[config.mk]
export PLATFORM = sky130hd
export DESIGN_NAME = clipped_sprite_blit_alpha_key_top
export DESIGN_NICKNAME = d
export VERILOG_FILES = /design/src/design/csbak_pkg.sv /design/src/design/clipped_sprite_blit_alpha_key_top.sv /design/src/design/csbak_cfg.sv /design/src/design/csbak_pos.sv /design/src/design/csbak_pix.sv
export VERILOG_INCLUDE_DIRS = /design/src /design/src/design
export SDC_FILE = /design/constraint.sdc
export NUM_CORES = 1
export LEC_CHECK = 0
export ABC_AREA = 1
export ABC_CLOCK_PERIOD_IN_PS = 12400
export BUFFER_PORTS_ARGS = -buffer_cell sky130_fd_sc_hd__buf_2
export CAP_MARGIN = 20
export CORE_MARGIN = 8
export CORE_UTILIZATION = 43
export DETAILED_ROUTE_END_ITERATION = 10
export PLACE_DENSITY = 0.58
export RECOVER_POWER = 25
export REMOVE_ABC_BUFFERS = 1
export SLEW_MARGIN = 15
export SYNTH_ARGS = -nofsm -noshare
export SYNTH_HDL_FRONTEND = slang
export SYNTH_SLANG_ARGS = --single-unit
[constraint.sdc]
create_clock -name i_clk -period 12.4 [get_ports i_clk]
set_clock_uncertainty 0.15 [all_clocks]
set_input_delay 0.62 -clock i_clk [delete_from_list [all_inputs] [get_ports i_clk]]
set_output_delay 0.62 -clock i_clk [all_outputs]
set_load 0.05 [all_outputs]
[src/design/assert_macros.svh]
// ----------------------------------------------------------------------------
// assert_macros.svh
// Assertion helper macros shared by the sprite blit design files.
// ----------------------------------------------------------------------------
`ifndef ASSERT_MACROS_SVH
`define ASSERT_MACROS_SVH

// Clocked assertion, disabled while reset is low.
`define CSB_ASSERT(label, clk, rst_n, prop, msg) \
    label: assert property (@(posedge clk) disable iff (!rst_n) prop) \
        else $error(msg);

// Same, for checks that must hold at every edge, reset included.
`define CSB_ASSERT_ALWAYS(label, clk, prop, msg) \
    label: assert property (@(posedge clk) prop) \
        else $error(msg);

`endif

[src/design/csbak_pkg.sv]
// ----------------------------------------------------------------------------
// csbak_pkg
// Shared types, constants and helpers of the clipped sprite blit.
// ----------------------------------------------------------------------------
package csbak_pkg;

    localparam int DIM_W       = 11;
    localparam int COORD_W     = 16;
    localparam int COLOR_W     = 8;
    localparam int INDEX_W     = 20;
    localparam int CFG_ADDR_W  = 3;
    localparam int CFG_DATA_W  = 16;
    localparam int DEF_MAX_DIM = 1024;

    typedef enum logic [CFG_ADDR_W-1:0] {
        REG_SPRITE_LEFT = 3'd0,
        REG_SPRITE_TOP  = 3'd1,
        REG_SPRITE_COLS = 3'd2,
        REG_SPRITE_ROWS = 3'd3,
        REG_SCREEN_COLS = 3'd4,
        REG_SCREEN_ROWS = 3'd5,
        REG_ALPHA_MODE  = 3'd6
    } t_reg_idx;

    localparam logic [COORD_W-1:0] RST_SPRITE_LEFT = '0;
    localparam logic [COORD_W-1:0] RST_SPRITE_TOP  = '0;
    localparam logic [DIM_W-1:0]   RST_SPRITE_COLS = 11'd1;
    localparam logic [DIM_W-1:0]   RST_SPRITE_ROWS = 11'd1;
    localparam logic [DIM_W-1:0]   RST_SCREEN_COLS = 11'd400;
    localparam logic [DIM_W-1:0]   RST_SCREEN_ROWS = 11'd240;
    localparam logic               RST_ALPHA_MODE  = 1'b1;

    // Clamped configuration as seen by the datapath.
    typedef struct packed {
        logic [COORD_W-1:0] left;
        logic [COORD_W-1:0] top;
        logic [DIM_W-1:0]   scols;
        logic [DIM_W-1:0]   srows;
        logic [DIM_W-1:0]   fcols;
        logic [DIM_W-1:0]   frows;
        logic               alpha_mode;
    } t_cfg;

    typedef struct packed {
        logic [COLOR_W-1:0] red;
        logic [COLOR_W-1:0] green;
        logic [COLOR_W-1:0] blue;
        logic [COLOR_W-1:0] alpha;
    } t_pixel;

    // Zero reads as one, anything above max_dim reads as max_dim.
    function automatic logic [DIM_W-1:0] clamp_dim(input logic [DIM_W-1:0] v,
                                                   input int unsigned max_dim);
        if (v == '0) begin
            return DIM_W'(1);
        end else if (32'(v) > max_dim) begin
            return DIM_W'(max_dim);
        end else begin
            return v;
        end
    endfunction

endpackage

[src/design/clipped_sprite_blit_alpha_key_top.sv]
// ----------------------------------------------------------------------------
// clipped_sprite_blit_alpha_key_top
// Sprite blit with screen clipping and optional alpha key.
// ----------------------------------------------------------------------------
// Sprite pixels enter one request per clock in raster order and leave as
// framebuffer writes, one result per request, via the input and result registers.
// Throughput is one pixel per clock: the input register and the result
// register each pass a request every cycle unless the output side stalls.
// The row-times-width multiply and index add sit between the two registers.
// A configuration write restarts the sprite at its top left pixel; write
// registers only while no request is in flight.
module clipped_sprite_blit_alpha_key_top import csbak_pkg::*; #(
    parameter int MAX_DIM = DEF_MAX_DIM
) (
    input  logic                  i_clk,
    input  logic                  i_rst_n,
    input  logic                  i_cfg_we,
    input  logic [CFG_ADDR_W-1:0] i_cfg_index,
    input  logic [CFG_DATA_W-1:0] i_cfg_data,
    input  logic                  i_valid,
    output logic                  o_ready,
    input  logic [COLOR_W-1:0]    i_red,
    input  logic [COLOR_W-1:0]    i_green,
    input  logic [COLOR_W-1:0]    i_blue,
    input  logic [COLOR_W-1:0]    i_alpha,
    output logic                  o_valid,
    input  logic                  i_ready,
    output logic                  o_write_enable,
    output logic [INDEX_W-1:0]    o_pixel_index,
    output logic [COLOR_W-1:0]    o_out_red,
    output logic [COLOR_W-1:0]    o_out_green,
    output logic [COLOR_W-1:0]    o_out_blue,
    output logic                  o_sprite_done
);

    localparam int CNT_W = $clog2(MAX_DIM);

    t_cfg             cfg;
    logic             restart;
    t_pixel           in_pixel;
    t_pixel           stg_pixel;
    logic             stg_valid;
    logic             stg_done;
    logic [CNT_W-1:0] stg_col;
    logic [CNT_W-1:0] stg_row;
    logic             take;

    assign in_pixel = '{red: i_red, green: i_green, blue: i_blue, alpha: i_alpha};

    csbak_cfg #(
        .MAX_DIM (MAX_DIM)
    ) u_cfg (
        .i_clk       (i_clk),
        .i_rst_n     (i_rst_n),
        .i_cfg_we    (i_cfg_we),
        .i_cfg_index (i_cfg_index),
        .i_cfg_data  (i_cfg_data),
        .o_cfg       (cfg),
        .o_restart   (restart)
    );

    csbak_pos #(
        .MAX_DIM (MAX_DIM),
        .CNT_W   (CNT_W)
    ) u_pos (
        .i_clk     (i_clk),
        .i_rst_n   (i_rst_n),
        .i_cfg     (cfg),
        .i_restart (restart),
        .i_valid   (i_valid),
        .o_ready   (o_ready),
        .i_pixel   (in_pixel),
        .i_take    (take),
        .o_valid   (stg_valid),
        .o_done    (stg_done),
        .o_pixel   (stg_pixel),
        .o_col     (stg_col),
        .o_row     (stg_row)
    );

    csbak_pix #(
        .MAX_DIM (MAX_DIM),
        .CNT_W   (CNT_W)
    ) u_pix (
        .i_clk          (i_clk),
        .i_rst_n        (i_rst_n),
        .i_cfg          (cfg),
        .i_valid        (stg_valid),
        .i_done         (stg_done),
        .i_pixel        (stg_pixel),
        .i_col          (stg_col),
        .i_row          (stg_row),
        .o_take         (take),
        .o_valid        (o_valid),
        .i_ready        (i_ready),
        .o_write_enable (o_write_enable),
        .o_pixel_index  (o_pixel_index),
        .o_out_red      (o_out_red),
        .o_out_green    (o_out_green),
        .o_out_blue     (o_out_blue),
        .o_sprite_done  (o_sprite_done)
    );

endmodule

[src/design/csbak_cfg.sv]
// ----------------------------------------------------------------------------
// csbak_cfg
// Configuration registers with dimension clamping and restart request.
// ----------------------------------------------------------------------------
module csbak_cfg import csbak_pkg::*; #(
    parameter int MAX_DIM = DEF_MAX_DIM
) (
    input  logic                  i_clk,
    input  logic                  i_rst_n,
    input  logic                  i_cfg_we,
    input  logic [CFG_ADDR_W-1:0] i_cfg_index,
    input  logic [CFG_DATA_W-1:0] i_cfg_data,
    output t_cfg                  o_cfg,
    output logic                  o_restart
);

    logic [COORD_W-1:0] r_left;
    logic [COORD_W-1:0] r_top;
    logic [DIM_W-1:0]   r_scols;
    logic [DIM_W-1:0]   r_srows;
    logic [DIM_W-1:0]   r_fcols;
    logic [DIM_W-1:0]   r_frows;
    logic               r_alpha_mode;

    always_comb begin
        o_restart = 1'b0;
        if (i_cfg_we) begin
            unique case (i_cfg_index)
                REG_SPRITE_LEFT, REG_SPRITE_TOP, REG_SPRITE_COLS, REG_SPRITE_ROWS,
                REG_SCREEN_COLS, REG_SCREEN_ROWS, REG_ALPHA_MODE: o_restart = 1'b1;
                default: o_restart = 1'b0;
            endcase
        end
    end

    always_ff @(posedge i_clk) begin
        if (!i_rst_n) begin
            r_left       <= RST_SPRITE_LEFT;
            r_top        <= RST_SPRITE_TOP;
            r_scols      <= RST_SPRITE_COLS;
            r_srows      <= RST_SPRITE_ROWS;
            r_fcols      <= RST_SCREEN_COLS;
            r_frows      <= RST_SCREEN_ROWS;
            r_alpha_mode <= RST_ALPHA_MODE;
        end else if (i_cfg_we) begin
            unique case (i_cfg_index)
                REG_SPRITE_LEFT: r_left       <= i_cfg_data;
                REG_SPRITE_TOP:  r_top        <= i_cfg_data;
                REG_SPRITE_COLS: r_scols      <= i_cfg_data[DIM_W-1:0];
                REG_SPRITE_ROWS: r_srows      <= i_cfg_data[DIM_W-1:0];
                REG_SCREEN_COLS: r_fcols      <= i_cfg_data[DIM_W-1:0];
                REG_SCREEN_ROWS: r_frows      <= i_cfg_data[DIM_W-1:0];
                REG_ALPHA_MODE:  r_alpha_mode <= i_cfg_data[0];
                default: ;
            endcase
        end
    end

    assign o_cfg.left       = r_left;
    assign o_cfg.top        = r_top;
    assign o_cfg.scols      = clamp_dim(r_scols, MAX_DIM);
    assign o_cfg.srows      = clamp_dim(r_srows, MAX_DIM);
    assign o_cfg.fcols      = clamp_dim(r_fcols, MAX_DIM);
    assign o_cfg.frows      = clamp_dim(r_frows, MAX_DIM);
    assign o_cfg.alpha_mode = r_alpha_mode;

endmodule

[src/design/csbak_pos.sv]
// ----------------------------------------------------------------------------
// csbak_pos
// Input register and raster position counters of the sprite.
// ----------------------------------------------------------------------------
`include "assert_macros.svh"

module csbak_pos import csbak_pkg::*; #(
    parameter int MAX_DIM = DEF_MAX_DIM,
    parameter int CNT_W   = $clog2(MAX_DIM)
) (
    input  logic             i_clk,
    input  logic             i_rst_n,
    input  t_cfg             i_cfg,
    input  logic             i_restart,
    input  logic             i_valid,
    output logic             o_ready,
    input  t_pixel           i_pixel,
    input  logic             i_take,
    output logic             o_valid,
    output logic             o_done,
    output t_pixel           o_pixel,
    output logic [CNT_W-1:0] o_col,
    output logic [CNT_W-1:0] o_row
);

    localparam int CMP_W = ((CNT_W > DIM_W) ? CNT_W : DIM_W) + 1;

    logic             r_valid;
    logic             r_done;
    t_pixel           r_pixel;
    logic [CNT_W-1:0] r_pix_col;
    logic [CNT_W-1:0] r_pix_row;
    logic [CNT_W-1:0] r_col;
    logic [CNT_W-1:0] r_row;
    logic             accept;
    logic             last_col;
    logic             last_row;

    assign o_ready  = !r_valid || i_take;
    assign accept   = i_valid && o_ready;
    assign last_col = (CMP_W'(r_col) + CMP_W'(1)) >= CMP_W'(i_cfg.scols);
    assign last_row = (CMP_W'(r_row) + CMP_W'(1)) >= CMP_W'(i_cfg.srows);

    always_ff @(posedge i_clk) begin
        if (!i_rst_n) begin
            r_valid <= 1'b0;
            r_col   <= '0;
            r_row   <= '0;
        end else begin
            if (accept) begin
                r_valid <= 1'b1;
            end else if (i_take) begin
                r_valid <= 1'b0;
            end
            if (i_restart) begin
                r_col <= '0;
                r_row <= '0;
            end else if (accept) begin
                if (last_col) begin
                    r_col <= '0;
                    r_row <= last_row ? '0 : r_row + CNT_W'(1);
                end else begin
                    r_col <= r_col + CNT_W'(1);
                end
            end
        end
    end

    always_ff @(posedge i_clk) begin
        if (accept) begin
            r_pixel   <= i_pixel;
            r_pix_col <= r_col;
            r_pix_row <= r_row;
            r_done    <= last_col && last_row;
        end
    end

    assign o_valid = r_valid;
    assign o_done  = r_done;
    assign o_pixel = r_pixel;
    assign o_col   = r_pix_col;
    assign o_row   = r_pix_row;

    `CSB_ASSERT(a_cnt_in_range, i_clk, i_rst_n,
        (CMP_W'(r_col) < CMP_W'(i_cfg.scols)) && (CMP_W'(r_row) < CMP_W'(i_cfg.srows)),
        "position counter beyond sprite size")
    `CSB_ASSERT(a_wrap_after_last, i_clk, i_rst_n,
        accept && last_col && last_row |=> (r_col == '0) && (r_row == '0),
        "counters did not wrap after final pixel")

endmodule

[src/design/csbak_pix.sv]
// ----------------------------------------------------------------------------
// csbak_pix
// Clip, alpha key and framebuffer index, into the result register.
// ----------------------------------------------------------------------------
`include "assert_macros.svh"

module csbak_pix import csbak_pkg::*; #(
    parameter int MAX_DIM = DEF_MAX_DIM,
    parameter int CNT_W   = $clog2(MAX_DIM)
) (
    input  logic               i_clk,
    input  logic               i_rst_n,
    input  t_cfg               i_cfg,
    input  logic               i_valid,
    input  logic               i_done,
    input  t_pixel             i_pixel,
    input  logic [CNT_W-1:0]   i_col,
    input  logic [CNT_W-1:0]   i_row,
    output logic               o_take,
    output logic               o_valid,
    input  logic               i_ready,
    output logic               o_write_enable,
    output logic [INDEX_W-1:0] o_pixel_index,
    output logic [COLOR_W-1:0] o_out_red,
    output logic [COLOR_W-1:0] o_out_green,
    output logic [COLOR_W-1:0] o_out_blue,
    output logic               o_sprite_done
);

    localparam int POS_W = ((COORD_W > CNT_W + 1) ? COORD_W : CNT_W + 1) + 1;

    logic               r_valid;
    logic               r_we;
    logic [INDEX_W-1:0] r_index;
    logic [COLOR_W-1:0] r_red;
    logic [COLOR_W-1:0] r_green;
    logic [COLOR_W-1:0] r_blue;
    logic               r_done;

    logic [POS_W-1:0]   sx;
    logic [POS_W-1:0]   sy;
    logic               row_vis;
    logic               col_vis;
    logic [2*DIM_W-1:0] row_base;
    logic               n_we;
    logic [INDEX_W-1:0] n_index;

    // Screen coordinates, sign extended sprite origin plus counter.
    assign sx = {{(POS_W-COORD_W){i_cfg.left[COORD_W-1]}}, i_cfg.left}
              + {{(POS_W-CNT_W){1'b0}}, i_col};
    assign sy = {{(POS_W-COORD_W){i_cfg.top[COORD_W-1]}}, i_cfg.top}
              + {{(POS_W-CNT_W){1'b0}}, i_row};

    assign row_vis  = !sy[POS_W-1] && (sy < POS_W'(i_cfg.frows));
    assign col_vis  = !sx[POS_W-1] && (sx < POS_W'(i_cfg.fcols));
    assign row_base = sy[DIM_W-1:0] * i_cfg.fcols;
    assign n_we     = row_vis && col_vis && (!i_cfg.alpha_mode || (i_pixel.alpha != '0));
    assign n_index  = row_base[INDEX_W-1:0] + INDEX_W'(sx[DIM_W-1:0]);

    assign o_take = !r_valid || i_ready;

    always_ff @(posedge i_clk) begin
        if (!i_rst_n) begin
            r_valid <= 1'b0;
        end else if (o_take) begin
            r_valid <= i_valid;
        end
    end

    always_ff @(posedge i_clk) begin
        if (o_take) begin
            r_we    <= n_we;
            r_index <= n_we ? n_index : '0;
            r_red   <= n_we ? i_pixel.red : '0;
            r_green <= n_we ? i_pixel.green : '0;
            r_blue  <= n_we ? i_pixel.blue : '0;
            r_done  <= i_done;
        end
    end

    assign o_valid        = r_valid;
    assign o_write_enable = r_we;
    assign o_pixel_index  = r_index;
    assign o_out_red      = r_red;
    assign o_out_green    = r_green;
    assign o_out_blue     = r_blue;
    assign o_sprite_done  = r_done;

    `CSB_ASSERT(a_stage_moves, i_clk, i_rst_n,
        i_valid && o_take |=> o_valid,
        "request lost between input and result register")
    `CSB_ASSERT(a_masked_zero, i_clk, i_rst_n,
        o_valid && !o_write_enable |-> (o_pixel_index == '0) && (o_out_red == '0)
            && (o_out_green == '0) && (o_out_blue == '0),
        "suppressed write carries nonzero payload")

endmodule
* Word level (Yosys, flattened, before mapping) *
Cells that the tools add are included.

word-level totals
  bits in registers = 198
  input bits = 56
  output and inout bits = 48
  logic and storage cells = 92

cells by class
  add/subtract/negate cells = 7
  $mul = 1
  order comparisons = 8
  eq/ne operators = 6
  muxes and demuxes = 14
  bitwise gates (word level) = 1
  reductions and logical operators = 31

operator list
  operator                                                               number
  11-bit 2-to-1 mux                                                      8
  11-bit > comparator, second input constant                             4
  11-bit zero test                                                       4
  16-bit by 11-bit adder with 17-bit output                              2
  17-bit by 11-bit less-than comparator with 1-bit output                2
  12-bit by 11-bit greater-or-equal comparator with 1-bit output         2
  10-bit by 1-bit adder with 11-bit output, second input constant        2
  10-bit by 1-bit adder with 10-bit output, second input constant        2
  20-bit by 11-bit adder with 20-bit output                              1
  11-bit by 11-bit multiplier with 20-bit output                         1
  10-bit 2-to-1 mux                                                      2
  2-bit AND reduction                                                    8
  3-bit equality test, second input constant                             3
  8-bit nonzero test                                                     1
  7-bit OR reduction                                                     1
  3-bit by 2-bit equality test with 1-bit output, second input constant  2
  1-bit logical AND                                                      6
  1-bit zero test                                                        5
  1-bit 2-to-1 mux                                                       4
  3-bit by 1-bit equality test with 1-bit output, second input constant  1
  3-bit zero test                                                        1
  1-bit logical OR                                                       3
  2-bit nonzero test                                                     1
  2-bit OR reduction                                                     1
  1-bit NOT                                                              1

* Logic depth before layout (Yosys ltp) *
Gate-level depths: netlist (run 1).

  word-level depth = 7
  gate-level depth with buffers = 31
  depth with buffers taken out = 31

* Hierarchy *
From an unflattened synthesis (run 1), not the netlist that was laid out.

second synthesis, totals
  cells, all modules = 1838
  area total of the unflattened synthesis = 14654.1 µm²

by module, submodules not included
  module     instances  cells each  area each (µm²)  seq. area each (µm²)
  csbak_pix  1          1030        7998.9           1401.3
  csbak_pos  1          361         3488.3           2011.9
  csbak_cfg  1          447         3166.8           1541.5

* Least setup slack after synthesis (run 1) *
Ideal clock, no wire load.

  path type = register -> register
  from = reg u_cfg.r_top[0]
  to = reg u_pix.r_index[17] (netlist: u_pix.o_pixel_index[17]), data pin
  setup time = 251 ps
  data arrival time = 5726 ps
  required time = 11999 ps
  path slack = 6273 ps
  stages on the path, launching flop included = 30
  path buffers = 0
  clock period less this slack = 6127 ps
  cell sequence = dfxtp_1 ha_1 inv_1 fa_1 inv_1 nand3_1 nand2_1 nand2_1 nand2_2 nand2_1 nand2_1 xor2_1 nand2_1 fa_1 inv_1 fa_1 fa_1 fa_1 inv_1 fa_1 inv_1 ha_1 nand2_1 nor2_1 nand4_1 o2111ai_1 a21oi_1 xor2_1 inv_1 nor2_1

on the way
  longest elaborated chain between the ends = 5
  elaborated cells between the ends (all ways) = 8
  classes of those cells = add/sub (2); mul (1); order compare (1); reduce/logical (4)

ends and longest elaborated chain
  what                                                                                    RTL line         RTL
  start, declared                                                                         csbak_cfg.sv:18  logic [COORD_W-1:0] r_top;
  start signal, assigned                                                                  csbak_cfg.sv:48  REG_SPRITE_TOP: r_top <= i_cfg_data;
  16-bit by 11-bit adder with 17-bit output (*)                                           csbak_pix.sv:52  + {{(POS_W-CNT_W){1'b0}}, i_row};
  branches (longest 4 deep; another with 11-bit by 11-bit multiplier with 20-bit output)  --
  end signal, assigned                                                                    csbak_pix.sv:73  r_index <= n_we ? n_index : '0;
  end, declared                                                                           csbak_pix.sv:34  logic [INDEX_W-1:0] r_index;

Every way passes the cells marked *.
A chain may end at the register's enable or synchronous reset.

* Worst setup path in the final report (run 1) *
  from = reg u_cfg.r_top[0]
  to = reg u_pix.r_index[19] (netlist: u_pix.o_pixel_index[19]), data pin

The elaborated chain is that of the path after synthesis.

==> impl_metrics.toml, run 1 <==
[power]
peakVddDrop_uv = 88.5
powerDensity_nw_per_um2 = 135
leakagePower_nw = 7.59

[logic_synthesis]
synth_area_per_cell_um2 = 8.43
synth_top_area_share = 0.216
synth_area_um2 = 13800
synth_area_leader_cell = "edfxtp_1"
yosys-top-cells-area = "edfxtp_1 (22%), dfxtp_1 (14%), fa_1 (13%)"
synth_seq_cells = 198
yosysWarnings = 0
ys_types = 49
ys.flop_type = "edfxtp_1"
syn_inst = 1634
synth_edf_count = 99
ys_seq_area_frac = 0.360
postSynth.asyncResetShare = 0

[sta]
post-route-period-util = 0.553
hold_viol_final = 0
setup_ws_ps = 5550
fin_crit_ps = 6850
slew_violations = 124
finalSetupViolCount = 0
relSlewSlack = -0.960
clock.fmax_mhz = 146
rsz0062_at_grt = "false"
worst_pin_slew_ps = 2940
tns_ps = 0

[grt]
grt.met1_usage = 0.228
grt.overflow.total = 0
grt_util_all_layers = 0.182
grt_pass1_wl_mm = 55.7
top_usage_layer = "met2"
use_met2 = 0.313
grt_pass1_vias = 11200
grt_max_degree = 79
met3_usage = 0.0268
antenna_found_initial = 1

[clock_network]
post_cts_resized = 0
postCtsHoldBufs = 0
cts_tree = "yes"
root_buffer = "clkbuf_16"
clkTransAtPathRegs_ps = 90
clock_latency_ps = 450
cts_max_level = 4
cts_num_sinks = 198
cts_setup_buffers = 0
cts_buffers = 17
clockBufferDepth = 2

[floorplanning]
die-area_um2 = 38000
rows = 65
io_pins = 104
start_util = 0.436
die_h_um = 195
coreArea_um2 = 31600
dieWidth_um = 195

[placement]
portBuffers = 103
gp_congestion = 0.954
place_ws_ps = 5600
dp_hpwl_mm = 26.5

[detailed_routing]
ant_nets = 0
vias_per_cell = 5.01
drtPass1Iterations = 5
route.detailed.drc = 0
first_iter_violations = 637
totalWireLength_mm = 34.0
vias = 10800
wire_per_inst_um = 15.9

[setup_path]
crit_buf_inv = 5
reg2reg_setup_slack_ps = 5550
critPathMaxStageDelay_ps = 610
end_kind = "flop"
critPathMaxFanout = 10
startpoint_type = "flop"
critPathMostFrequentCell = "nand2_1"
worstPathArrival_ps = 6910
slowest_stage = "xor2_1"
cp_top_family = "adder cells"
cp.required_ps = 12450
critical_path_class = "flop to flop"

[hold_path]
worstHoldPathType = "input pin to flop"

[outcome]
violations = "capacitance limit, slew limit"
status = "finished with violations"

[cells_and_area]
area_growth_pct = 11.2
nets = 1994
drive_above_1_share = 0.103
antenna_cells = 0
fin_util = 0.485

[job]
max_cap_viol_count = 2
-- synthesized netlist by cell type, drive strengths merged (27+ instances only) --
cell and instances:
nand2 285, a21oi 95, edfxtp 99, xor2 37
nand3 67, clkbuf 27, ha 115, inv 275
dfxtp 99, o21ai 89, fa 92, nor2 258
-- kinds of logic (layout without fill, tap and decap cells) --
group,Yosys count,count (layout),share of synthesized area
buffers and inverters,314,424,0.0879
flip-flops,198,198,0.360
adder cells (fa/ha/maj),207,207,0.238
AO/OA/AOI/OAI,219,219,0.0874
AND/OR/NAND/NOR,649,649,0.197
XOR/XNOR,47,47,0.0299
-- routing by layer --
metal  vias to the layer above  share of wire
li1                       5405              -
met1                      5061           0.45
met2                       236           0.48
met3                        57          0.037
met4                         2          0.027
met5                         -        0.00029
-- report_power, final --
group | total (mW) | switching, mW | leakage [nW] | internal [mW]
Sequential | 0.759 | 0.0173 | 1.87 | 0.741
Clock | 0.594 | 0.301 | 0.310 | 0.293
Combinational | 0.722 | 0.487 | 5.41 | 0.235
Total | 2.07 | 0.805 | 7.59 | 1.27
-- final timing paths --
check	startpoint	end	cells after the start
hold reg to reg	u_pos.o_done	u_pix.o_sprite_done	0
setup reg to reg	u_cfg.r_top[0]	u_pix.o_pixel_index[19]	29
hold / removal	i_green[1]	u_pos.o_pixel[17]	1
setup / recovery	u_cfg.r_top[0]	u_pix.o_pixel_index[19]	29
-- metrics by stage --
step | instances | total power [mW] | hold WS [ps] | area (um2)
finish | 2146 | 2.07 | 189 | 15300
global route | 2146 | 2.21 | 168 | 15300
CTS | 2146 | 2.10 | 163 | 15300
detailed placement | 2114 | 1.50 | 268 | 14700
global placement | 2114 | 1.49 | 254 | 14700
floorplan | 1602 | 1.32 | 250 | 13600
-- state kept, by name (all words and copies together) (netlist names), 8 cells and up --
signal and count:
u_pos.o_pixel 32, u_pix.o_pixel_index 20, u_cfg.r_left 16, u_cfg.r_top 16, u_cfg.r_fcols 11, u_cfg.r_frows 11, u_cfg.r_scols 11, u_cfg.r_srows 11
u_pos.o_col 10, u_pos.o_row 10, u_pos.r_col 10, u_pos.r_row 10, u_pix.o_out_blue 8, u_pix.o_out_green 8, u_pix.o_out_red 8
-- layout by cell type (no fill, tap or decap), drive strengths merged --
cell type | netlist | routed
o2111ai | 1 | 1
fa | 92 | 92
nand4 | 9 | 9
nor3b | 2 | 2
o211ai | 5 | 5
nor3 | 11 | 11
xor2 | 37 | 37
o31ai | 2 | 2
a221oi | 1 | 1
a22oi | 1 | 1
nor2 | 258 | 258
a21o | 8 | 8
a221o | 1 | 1
edfxtp | 99 | 99
a21oi | 95 | 95
nand2 | 285 | 285
o21ai | 89 | 89
o311ai | 1 | 1
ha | 115 | 115
and3 | 2 | 2
o221ai | 1 | 1
clkinv | 7 | 10
o21a | 1 | 1
clkbuf | 27 | 21
dfxtp | 99 | 99
inv | 275 | 286
nand3 | 67 | 67
nor4 | 5 | 5
a41oi | 1 | 1
nand3b | 5 | 5
xnor2 | 10 | 10
o21bai | 4 | 4
a211oi | 4 | 4
a31oi | 4 | 4
buf | 5 | 107
or2 | 5 | 5
-- final cells by class --
cell class / count / area [um2]
well taps: 402 / 503
flip-flops and latches: 198 / 4950
repair buffers: 110 / 559
multi-input cells: 1122 / 7600
clock buffers: 18 / 450
inverters: 282 / 1060
clock inverters: 14 / 183
fillers: 3126 / 16200
Power figures use the tool's default switching activity.
==> inputs of run 2 (changes only) <==
--- a/config.mk
+++ b/config.mk
@@ -7,7 +7,7 @@
 export NUM_CORES = 1
 export LEC_CHECK = 0
 export ABC_AREA = 1
-export ABC_CLOCK_PERIOD_IN_PS = 12400
+export ABC_CLOCK_PERIOD_IN_PS = 6600
 export BUFFER_PORTS_ARGS = -buffer_cell sky130_fd_sc_hd__buf_2
 export CAP_MARGIN = 20
 export CORE_MARGIN = 8
==> constraint.sdc (replaced) <==
create_clock -name i_clk -period 6.6 [get_ports i_clk]
set_clock_uncertainty 0.15 [all_clocks]
set_input_delay 0.33 -clock i_clk [delete_from_list [all_inputs] [get_ports i_clk]]
set_output_delay 0.33 -clock i_clk [all_outputs]
set_load 0.05 [all_outputs]
==> impl_metrics.toml, run 2 (same netlist as run 1, synthesis figures left out) <==
[clock_network]
cts_max_level = 4
cts_buffers = 17
cts_num_sinks = 198
clkTransAtPathRegs_ps = 80
clockBufferDepth = 2
cts_tree = "yes"
root_buffer = "clkbuf_16"
clock_latency_ps = 450

[power]
p_switching_mw = 1.54
p_total_mw = 4.03
netSwitchingFraction = 0.382
powerDensity_nw_per_um2 = 252
p_comb_frac = 0.371
power.internal_mw = 2.49
peakVddDrop_uv = 215
leakagePower_nw = 7.86
pwr-share-clk = 0.276
p_seq_frac = 0.353

[detailed_routing]
wire_per_inst_um = 15.7
ant_nets = 0
drtPass1Iterations = 7
vias_per_cell = 5.00
vias = 11000
totalWireLength_mm = 34.7
route.detailed.drc = 0
wl_met3_mm = 1.48
highest_layer = "met4"
wl_met1_mm = 15.4
met2WireLength_mm = 17.0
first_iter_violations = 656

[cells_and_area]
area_growth_pct = 16.1
final_common_cell = "nand2_1"
drive_above_1_share = 0.128
nets = 2053
largest_reg_flops = 32
mostFrequentLayoutCells = "nand2_1 (275), inv_1 (269), nor2_1 (232)"
fin_area_um2 = 16000
antenna_cells = 0

[grt]
grt.overflow.total = 0
grt_pass1_wl_mm = 56.8
antenna_found_initial = 0
grt_util_all_layers = 0.185
grt_pass1_vias = 11300
grt_max_degree = 79

[placement]
portBuffers = 103
dp_hpwl_mm = 26.5
gp_congestion = 0.904
dpl-instance-area_um2 = 14800

[setup_path]
slowest_stage = "fa_1"
critPathMaxStageDelay_ps = 540
critical_path_class = "flop to flop"
end_kind = "flop"
cp.required_ps = 6620
critPathMaxFanout = 5
worstPathCellList = "ha_1 > a21oi_1 > nand2_2 > xor2_2 > inv_1 > buf_4 > nor2_1 > fa_1 > ha_1 > fa_1 > inv_1 > fa_1 > fa_1 > inv_1 > ha_1 > nand2_1 > o21ai_0 > nand4_1 > o2111ai_4 > a21oi_1 > xor2_1 > inv_1 > nor2_1"
cp-startpoint = "u_pos.o_row[2]"
r2r-start = "u_pos.o_row[2]"
r2r_cells = 23
worstPathArrival_ps = 6240
startpoint_type = "flop"

[floorplanning]
rows = 65
die_h_um = 195
dieWidth_um = 195
coreArea_um2 = 31600
start_util = 0.436
die-area_um2 = 38000
io_pins = 104

[hold_path]
worstHoldStart = "i_ready"
worstHoldPathType = "input pin to flop"
hold_depth = 4

[sta]
hold_viol_final = 0
fin_crit_ps = 6220
rsz0062_at_grt = "false"
post-route-period-util = 0.943
relSlewSlack = -0.944
clock.fmax_mhz = 161
tns_ps = 0
finalSetupViolCount = 0
worst_pin_slew_ps = 2920
slew_violations = 79

[outcome]
violations = "capacitance limit, slew limit"
status = "finished with violations"

[job]
max_cap_viol_count = 1
-- run 2: changes by cell type in the layout (fill, tap and decap cells not counted), sizes merged --
cell and delta:
buf +25, clkinv -1, inv -2, dlygate4sd3 +36, clkbuf -1, bufinv +1, clkinvlp +1
-- run 2: timing repair --
action                                 4_1_cts  5_1_grt
endpoints found under the hold margin       37        0
setup endpoints to repair                    0        9
hold buffers                                36        0
resized for setup                            0       32
buffers inserted                             0        6
-- run 2: worst paths after layout --
check	end	slack, ps
worst max-delay path	u_pix.o_pixel_index[17]	380
worst min register to register	u_pix.o_sprite_done	280
worst min-delay path	u_pos.o_valid	70
worst max register to register	u_pix.o_pixel_index[17]	380
-- run 2: final cells by class --
type,count,area [um2]
inverters,282,1060
fillers,3009,15600
multi-input cells,1122,7740
well taps,402,503
clock buffers,19,464
flip-flops and latches,198,4950
clock inverters,13,166
repair buffers,169,1100
-- run 2: power groups by stage --
stage                     registers [mW]  logic, mW  clock network, mW
after floorplan                     1.64      0.851                  0
after global placement              1.45       1.36                  0
after detailed placement            1.45       1.38                  0
after CTS                           1.42       1.40               1.15
after global routing                1.44       1.68               1.18
final                               1.42       1.49               1.11
-- run 2: per-layer routing --
layer,vias to the layer above,global-route usage
li1,5541,-
met1,5215,0.227
met2,226,0.325
met3,39,0.0306
met4,0,0.0646
met5,-,0
-- run 2: per-stage QoR --
stage	cells	util	setup slack, ps	hold slack (ps)
after floorplan	1602	-	451	250
after global placement	2131	0.470	218	258
after detailed placement	2131	0.470	65.6	271
after CTS	2199	0.501	30.4	66.4
after global routing	2205	0.507	10.9	53.0
final	2205	0.507	379	74.9
-- run 2: critical path, delay by kind of cell, from the launching register on --
kind,cells,cell delay (ps)
xor+xnor,2,480
buf+inv,5,490
simple gates,5,600
fa+ha+maj,7,2890
flops,1,370
compound gates,4,940
